### config.mk
export PLATFORM = sky130hd
export DESIGN_NAME = tks_div
export DESIGN_NICKNAME = d
export VERILOG_FILES = /design/src/rtl/top_k_top_p_token_sampler_core_macros.svh /design/src/rtl/tks_div.sv
export SDC_FILE = /design/constraint.sdc
export NUM_CORES = 1
export LEC_CHECK = 0
export BUFFER_PORTS_ARGS = -buffer_cell sky130_fd_sc_hd__buf_2
export CORE_AREA = 3 3 153 155
export CTS_CLUSTER_DIAMETER = 200
export CTS_CLUSTER_SIZE = 24
export DETAILED_ROUTE_END_ITERATION = 8
export DIE_AREA = 0 0 156 158
export SYNTH_ARGS = -nofsm -noshare
export SYNTH_HDL_FRONTEND = slang
export SYNTH_SLANG_ARGS = --single-unit
### constraint.sdc
create_clock -name clk -period 3.7 [get_ports clk]
set_input_delay 0.74 -clock clk [delete_from_list [all_inputs] [get_ports clk]]
set_output_delay 0.74 -clock clk [all_outputs]
set_load 0.01 [all_outputs]
### src/rtl/top_k_top_p_token_sampler_core_macros.svh
// Assertion macros shared by the token sampler RTL.
`ifndef TOP_K_TOP_P_TOKEN_SAMPLER_CORE_MACROS_SVH
`define TOP_K_TOP_P_TOKEN_SAMPLER_CORE_MACROS_SVH
`ifndef SYNTHESIS
// Same-cycle implication, checked on every rising edge outside reset.
`define TKS_ASSERT_NOW(lbl, ant, cons) \
  lbl: assert property (@(posedge clk) disable iff (!rst_n) (ant) |-> (cons)) \
    else $error("token sampler assertion failed");
// Next-cycle implication, checked on every rising edge outside reset.
`define TKS_ASSERT_NXT(lbl, ant, cons) \
  lbl: assert property (@(posedge clk) disable iff (!rst_n) (ant) |=> (cons)) \
    else $error("token sampler assertion failed");
`else
`define TKS_ASSERT_NOW(lbl, ant, cons)
`define TKS_ASSERT_NXT(lbl, ant, cons)
`endif
`endif

### src/rtl/tks_div.sv
// Restoring divider that produces one quotient bit per cycle.
module tks_div #(
  parameter int DVD_W = 48,
  parameter int DVS_W = 32
) (
  input  logic             clk,
  input  logic             rst_n,
  input  logic             start,
  input  logic [DVD_W-1:0] dividend,
  input  logic [DVS_W-1:0] divisor,
  output logic             busy,
  output logic [DVD_W-1:0] quotient
);

  localparam int CNT_W = $clog2(DVD_W + 1);

  logic [DVS_W-1:0] rem_r, rem_nxt;
  logic [DVD_W-1:0] quo_r, quo_nxt;
  logic [DVS_W-1:0] dvs_r, dvs_nxt;
  logic [CNT_W-1:0] cnt_r, cnt_nxt;
  logic             busy_r, busy_nxt;
  logic [DVS_W:0]   trial;
  logic [DVS_W:0]   diff;
  logic             ge;

  // Shift in the next dividend bit and try a subtraction.
  always_comb begin
    trial = {rem_r, quo_r[DVD_W-1]};
    ge    = trial >= {1'b0, dvs_r};
    diff  = trial - {1'b0, dvs_r};
  end

  // Step control.
  always_comb begin
    rem_nxt  = rem_r;
    quo_nxt  = quo_r;
    dvs_nxt  = dvs_r;
    cnt_nxt  = cnt_r;
    busy_nxt = busy_r;
    if (start) begin
      rem_nxt  = '0;
      quo_nxt  = dividend;
      dvs_nxt  = divisor;
      cnt_nxt  = CNT_W'(DVD_W);
      busy_nxt = 1'b1;
    end else if (busy_r) begin
      rem_nxt = ge ? diff[DVS_W-1:0] : trial[DVS_W-1:0];
      quo_nxt = {quo_r[DVD_W-2:0], ge};
      cnt_nxt = cnt_r - 1'b1;
      if (cnt_r == CNT_W'(1)) begin
        busy_nxt = 1'b0;
      end
    end
  end

  always_ff @(posedge clk) begin
    if (!rst_n) begin
      busy_r <= 1'b0;
      cnt_r  <= '0;
    end else begin
      busy_r <= busy_nxt;
      cnt_r  <= cnt_nxt;
    end
    rem_r <= rem_nxt;
    quo_r <= quo_nxt;
    dvs_r <= dvs_nxt;
  end

  assign busy     = busy_r;
  assign quotient = quo_r;

endmodule

==> results_dict.tcl, run 1 <==
set metrics [dict create \
    clock.fmax_mhz 314 \
    ys_ff_latch 119 \
    cp.arrival_ps 3510 \
    critPathMaxStageDelay_ps 430 \
    ir_drop_v 0.000379 \
    grt-ovfl-total 0 \
    power_frac_comb_pct 20.0 \
    drive_above_1_share_pct 31.4 \
    status "finished, final reports clean" \
    rows 54 \
    cts-htree-levels 4 \
    drc 0 \
    root_buffer "clkbuf_16" \
    syn-num-nets 720 \
    grt_setup_unrepaired "false" \
    synth-async-reset-ratio_pct 0 \
    fin_nets 847 \
    power.leakage_uw 0.00347 \
    start_kind "register" \
    holdBufCountCts 0 \
    ff2ff_setup_slack_ps 520 \
    syn_area_mm2 0.00661 \
    cp-end-kind "register" \
    gp_congestion 0.841 \
    diodes 0 \
    switching_power_uw 1220 \
    numClockSinks 119 \
    dieArea_mm2 0.0246 \
    drtAntennaViolNets 0 \
    die_x_um 156 \
    cap_violations 0 \
    switching_share_pct 29.3 \
    sequentialPowerShare_pct 39.5 \
    post-route-period-util_pct 86.0 \
    hp-class "input pin to register" \
    cts_buffer_depth 2 \
    path_class "register to register" \
    syn-instance-count 602 \
    finalWirelength_mm 15.7 \
    max_slew_margin_pct 49.4 \
    dieHeight_um 158 \
    grt_pass1_wl_mm 25.8 \
    drtIter0Drc 245 \
    start_util_pct 30.1 \
    multi_input_area_mm2 0.00312 \
    clkTransAtPathRegs_ps 60 \
    grt_max_degree 87 \
    antenna_found_initial 0 \
    vias 4918 \
    cp_num_buf_inv 2 \
    cts_setup_buffers 0 \
    clock_latency_ps 420 \
    fin_util_pct 37.0 \
    core_mm2 0.0220 \
    synth_top_flop_cell "edfxtp_1" \
    ys_seq_area_share_pct 48.2 \
    dp_hpwl_mm 11.4 \
    fillers 2190 \
    grt_usage_pct 13.2 \
    rr_startpoint "dvs_r[23]$_DFFE_PP_" \
    power_density_mw_per_mm2 512 \
    seq_area_mm2 0.00318 \
    crit_chain "inv_1 > ha_1 > nand4_1 > nor3_1 > nand3_1 > o21ai_0 > a21oi_1 > nor2_1 > o21ai_4 > buf_4 > a31o_1 > a311oi_1" \
    syn2layout_area_growth_pct 22.8 \
    routedWlPerCell_um 15.4 \
    dr.pass1.iters 4 \
    slew_violations 0 \
    cts_resized 0 \
    min_period_ps 3180 \
    hp-start "divisor[6]" \
    worst_pin_slew_ps 759 \
    worstPathRequired_ps 4020 \
    via_per_inst 4.81 \
    grt_pass1_vias 5010 \
    finalSetupViolCount 0 \
    synth.distinct_cells 66 \
    avgSynthCellArea_um2 11.0 \
    crit_path_start "dvs_r[23]$_DFFE_PP_" \
    cts_tree "yes" \
    numCtsBuffers 17 \
    finalHoldViolCount 0 \
    clock_power_share_pct 40.5 \
    cp_top_family "compound AO/OA/AOI/OAI gates" \
    synth_edf_count 80 \
    internal_power_uw 2940 \
    cp_max_fo 16 \
    portBuffers 131 \
    skew_ps 12.6 \
    critPathSlowestCell "ha_1" \
    yosys_warnings 0 \
    setup_tns_ps 0 \
    io_pins 132 \
]
cells by family (layout without fill, tap and decap cells):
family / after synthesis / count (layout) / share of synthesized area (%)
xor+xnor: 31 / 31 / 4.11
buf+inv: 70 / 210 / 4.68
fa+ha+maj: 35 / 35 / 6.74
flops: 119 / 119 / 48.2
mux: 73 / 73 / 12.0
simple gates: 148 / 148 / 10.6
compound gates: 126 / 126 / 13.8
metrics by stage:
step           hold WS (ps)  total power [uW]  instances  instance area, um2  setup WS, ps
2_1_floorplan           469              2260        602                6610          1140
3_3_place_gp            487              2490        990                7520           565
3_5_place_dp            488              2500        990                7520           529
4_1_cts                 468              4200       1022                8110           504
5_1_grt                 469              4370       1022                8110           212
6_report                490              4150       1022                8110           517
cells in the final DEF (no fill, tap or decap), drive strengths merged, types with 7 or more instances in the layout:
master / instances
a21oi: 30
nor3: 10
nor2: 61
edfxtp: 80
o21ai: 19
a211oi: 33
buf: 136
mux2i: 26
mux2: 47
nand2: 33
ha: 34
nand4: 7
inv: 48
dfxtp: 39
nand3: 10
clkinv: 7
xor2: 12
xnor2: 19
clkbuf: 17
path summary, 6_finish.rpt:
check / end / cells past startpoint
max: rem_r[21]$_SDFFE_PP0P_ / 12
max reg2reg: rem_r[21]$_SDFFE_PP0P_ / 12
min reg2reg: rem_r[30]$_SDFFE_PP0P_ / 2
min: dvs_r[6]$_DFFE_PP_ / 1
area by class of cell:
cell class	instances	area share, %
inverter	42	1.94
clock buffer	17	5.24
multi-input combinational	413	38.5
tap	280	4.32
timing repair buffer	136	8.73
sequential	119	39.2
clock inverter	15	2.07
layer usage:
layer	global-route usage (%)	part of all wire (%)	vias to the layer above
li1	-	-	2471
met5	0	0	-
met3	5.30	8.4	14
met1	16.8	46	2286
met2	19.9	44	147
met4	5.47	1.8	0
power by group through the flow:
stage	clock [uW]	sequential (uW)	combinational [uW]
6_report	1680	1640	830
5_1_grt	1780	1660	927
4_1_cts	1720	1640	836
3_5_place_dp	0	1670	831
3_3_place_gp	0	1670	826
2_1_floorplan	0	1670	589
cell usage after synthesis (all sizes together), types with 7 or more instances:
cell type	number	area share (%)
a211oi	33	3.9
buf	8	1.2
mux2	47	8.0
o21ai	19	1.5
ha	34	6.4
nand2	33	1.9
edfxtp	80	36
dfxtp	39	12
nor2	61	3.6
mux2i	26	3.9
xor2	12	1.6
clkbuf	20	1.1
a21oi	30	2.3
nor3	10	0.83
nand3	10	0.76
nand4	7	0.66
xnor2	19	2.5
inv	42	2.4
sequential cells by signal (all words and copies together) (netlist names):
| signal | count |
|---|---|
| cnt_r | 6 |
| quotient | 48 |
| rem_r | 32 |
| busy | 1 |
| dvs_r | 32 |
Note: power is estimated with default switching activity, not from simulation.
==> run 2, diff against run 1 <==
- CORE_AREA: 3 3 153 155 -> 3 3 119 121
- DIE_AREA: 0 0 156 158 -> 0 0 122 124
- PLACE_DENSITY: default -> 0.69
==> results_dict.tcl, run 2 (synthesized netlist as in run 1, its figures left out) <==
set metrics [dict create \
    ir_drop_v 0.000345 \
    switching_share_pct 27.8 \
    numCtsBuffers 17 \
    die_x_um 122 \
    dp_cells 888 \
    setup_tns_ps 0 \
    largest_reg_flops 48 \
    grt_setup_unrepaired "false" \
    drc 0 \
    slew_violations 0 \
    clkTransAtPathRegs_ps 60 \
    cts_setup_buffers 0 \
    start_kind "register" \
    grt_max_degree 122 \
    routedWlPerCell_um 15.4 \
    fin_nets 849 \
    drive_above_1_share_pct 31.3 \
    grt-ovfl-total 0 \
    dp_hpwl_mm 10.1 \
    cts_buffer_depth 2 \
    via_per_inst 5.41 \
    max_slew_margin_pct 50.9 \
    drtAntennaViolNets 0 \
    finalSetupViolCount 0 \
    start_util_pct 50.1 \
    dieArea_mm2 0.0151 \
    finalHoldViolCount 0 \
    dieHeight_um 124 \
    layout_commonest_cell "buf_2" \
    switching_power_uw 1150 \
    grt_usage_pct 19.9 \
    io_pins 132 \
    final_cell_mix "130 x buf_2, 80 x edfxtp_1, 60 x nor2_1" \
    finalWirelength_mm 14.2 \
    antenna_found_initial 1 \
    holdBufCountCts 0 \
    skew_ps 9.41 \
    root_buffer "clkbuf_16" \
    power_uw 4150 \
    cp.arrival_ps 3490 \
    min_period_ps 3150 \
    grt_pass1_wl_mm 23.6 \
    clock_latency_ps 420 \
    power_frac_comb_pct 20.1 \
    internal_power_uw 3000 \
    power_density_mw_per_mm2 518 \
    status "finished, final reports clean" \
    cts_resized 0 \
    power.leakage_uw 0.00346 \
    worstPathRequired_ps 4040 \
    instances_no_fill 920 \
    cp_max_fo 12 \
    cap_violations 0 \
    numClockSinks 119 \
    drtIter0Drc 309 \
    grt_pass1_vias 4930 \
    clock.fmax_mhz 317 \
    diodes 0 \
    sequentialPowerShare_pct 39.5 \
    clock_power_share_pct 40.5 \
    path_class "register to register" \
    dr.pass1.iters 5 \
    gp_congestion 0.903 \
    hp-class "input pin to register" \
    cts_tree "yes" \
    rows 42 \
    core_mm2 0.0132 \
    worst_pin_slew_ps 736 \
    vias 4978 \
    syn2layout_area_growth_pct 21.2 \
    portBuffers 131 \
    cp-end-kind "register" \
    post-route-period-util_pct 85.2 \
    cts-htree-levels 4 \
    hold-worst-slack_ps 492 \
]
## run 2: through the flow
step	cell area [um2]	utilization (%)	setup slack, ps
finish	8010	60.7	548
global route	8010	60.7	372
CTS	8010	60.7	598
detailed placement	7410	56.1	620
global placement	7410	56.1	763
floorplan	6610	-	1140
## run 2: final timing paths
kind,from,to,slack (ps),depth (start not counted)
max,dvs_r[23]$_DFFE_PP_,rem_r[4]$_SDFFE_PP0P_,550,12
min,divisor[12],dvs_r[12]$_DFFE_PP_,490,1
max reg2reg,dvs_r[23]$_DFFE_PP_,rem_r[4]$_SDFFE_PP0P_,550,12
min reg2reg,rem_r[14]$_SDFFE_PP0P_,rem_r[14]$_SDFFE_PP0P_,500,2
## run 2: metal layers
layer	GRT usage [%]	up-vias	part of all wire, %
li1	-	2474	-
met3	7.81	24	7.2
met1	25.6	2319	44
met2	30.4	159	46
met4	7.63	2	2.0
met5	0	-	0.092
## run 2: area by class of cell
cell class / instances / area, um2
fillers: 1106 / 5180
clock buffers: 18 / 429
inverters: 42 / 158
repair buffers: 138 / 723
clock inverters: 14 / 170
flip-flops and latches: 119 / 3180
multi-input cells: 413 / 3120
well taps: 176 / 220
## run 2: worst max-delay path: stages, from the launching register on
cell and delay (ps):
edfxtp_1 320, inv_1 40, ha_1 420, nand4_1 230, nor3_1 280, nand3_1 140
o21ai_0 450, a21oi_1 80, nor2_1 220, o21ai_4 140, buf_4 240, a211o_1 250
a311oi_2 250
## run 2: power groups by stage
stage	combinational [uW]	sequential, uW	clock, uW
finish	832	1640	1680
global route	928	1650	1770
CTS	831	1640	1710
detailed placement	826	1660	0
global placement	808	1660	0
floorplan	589	1670	0
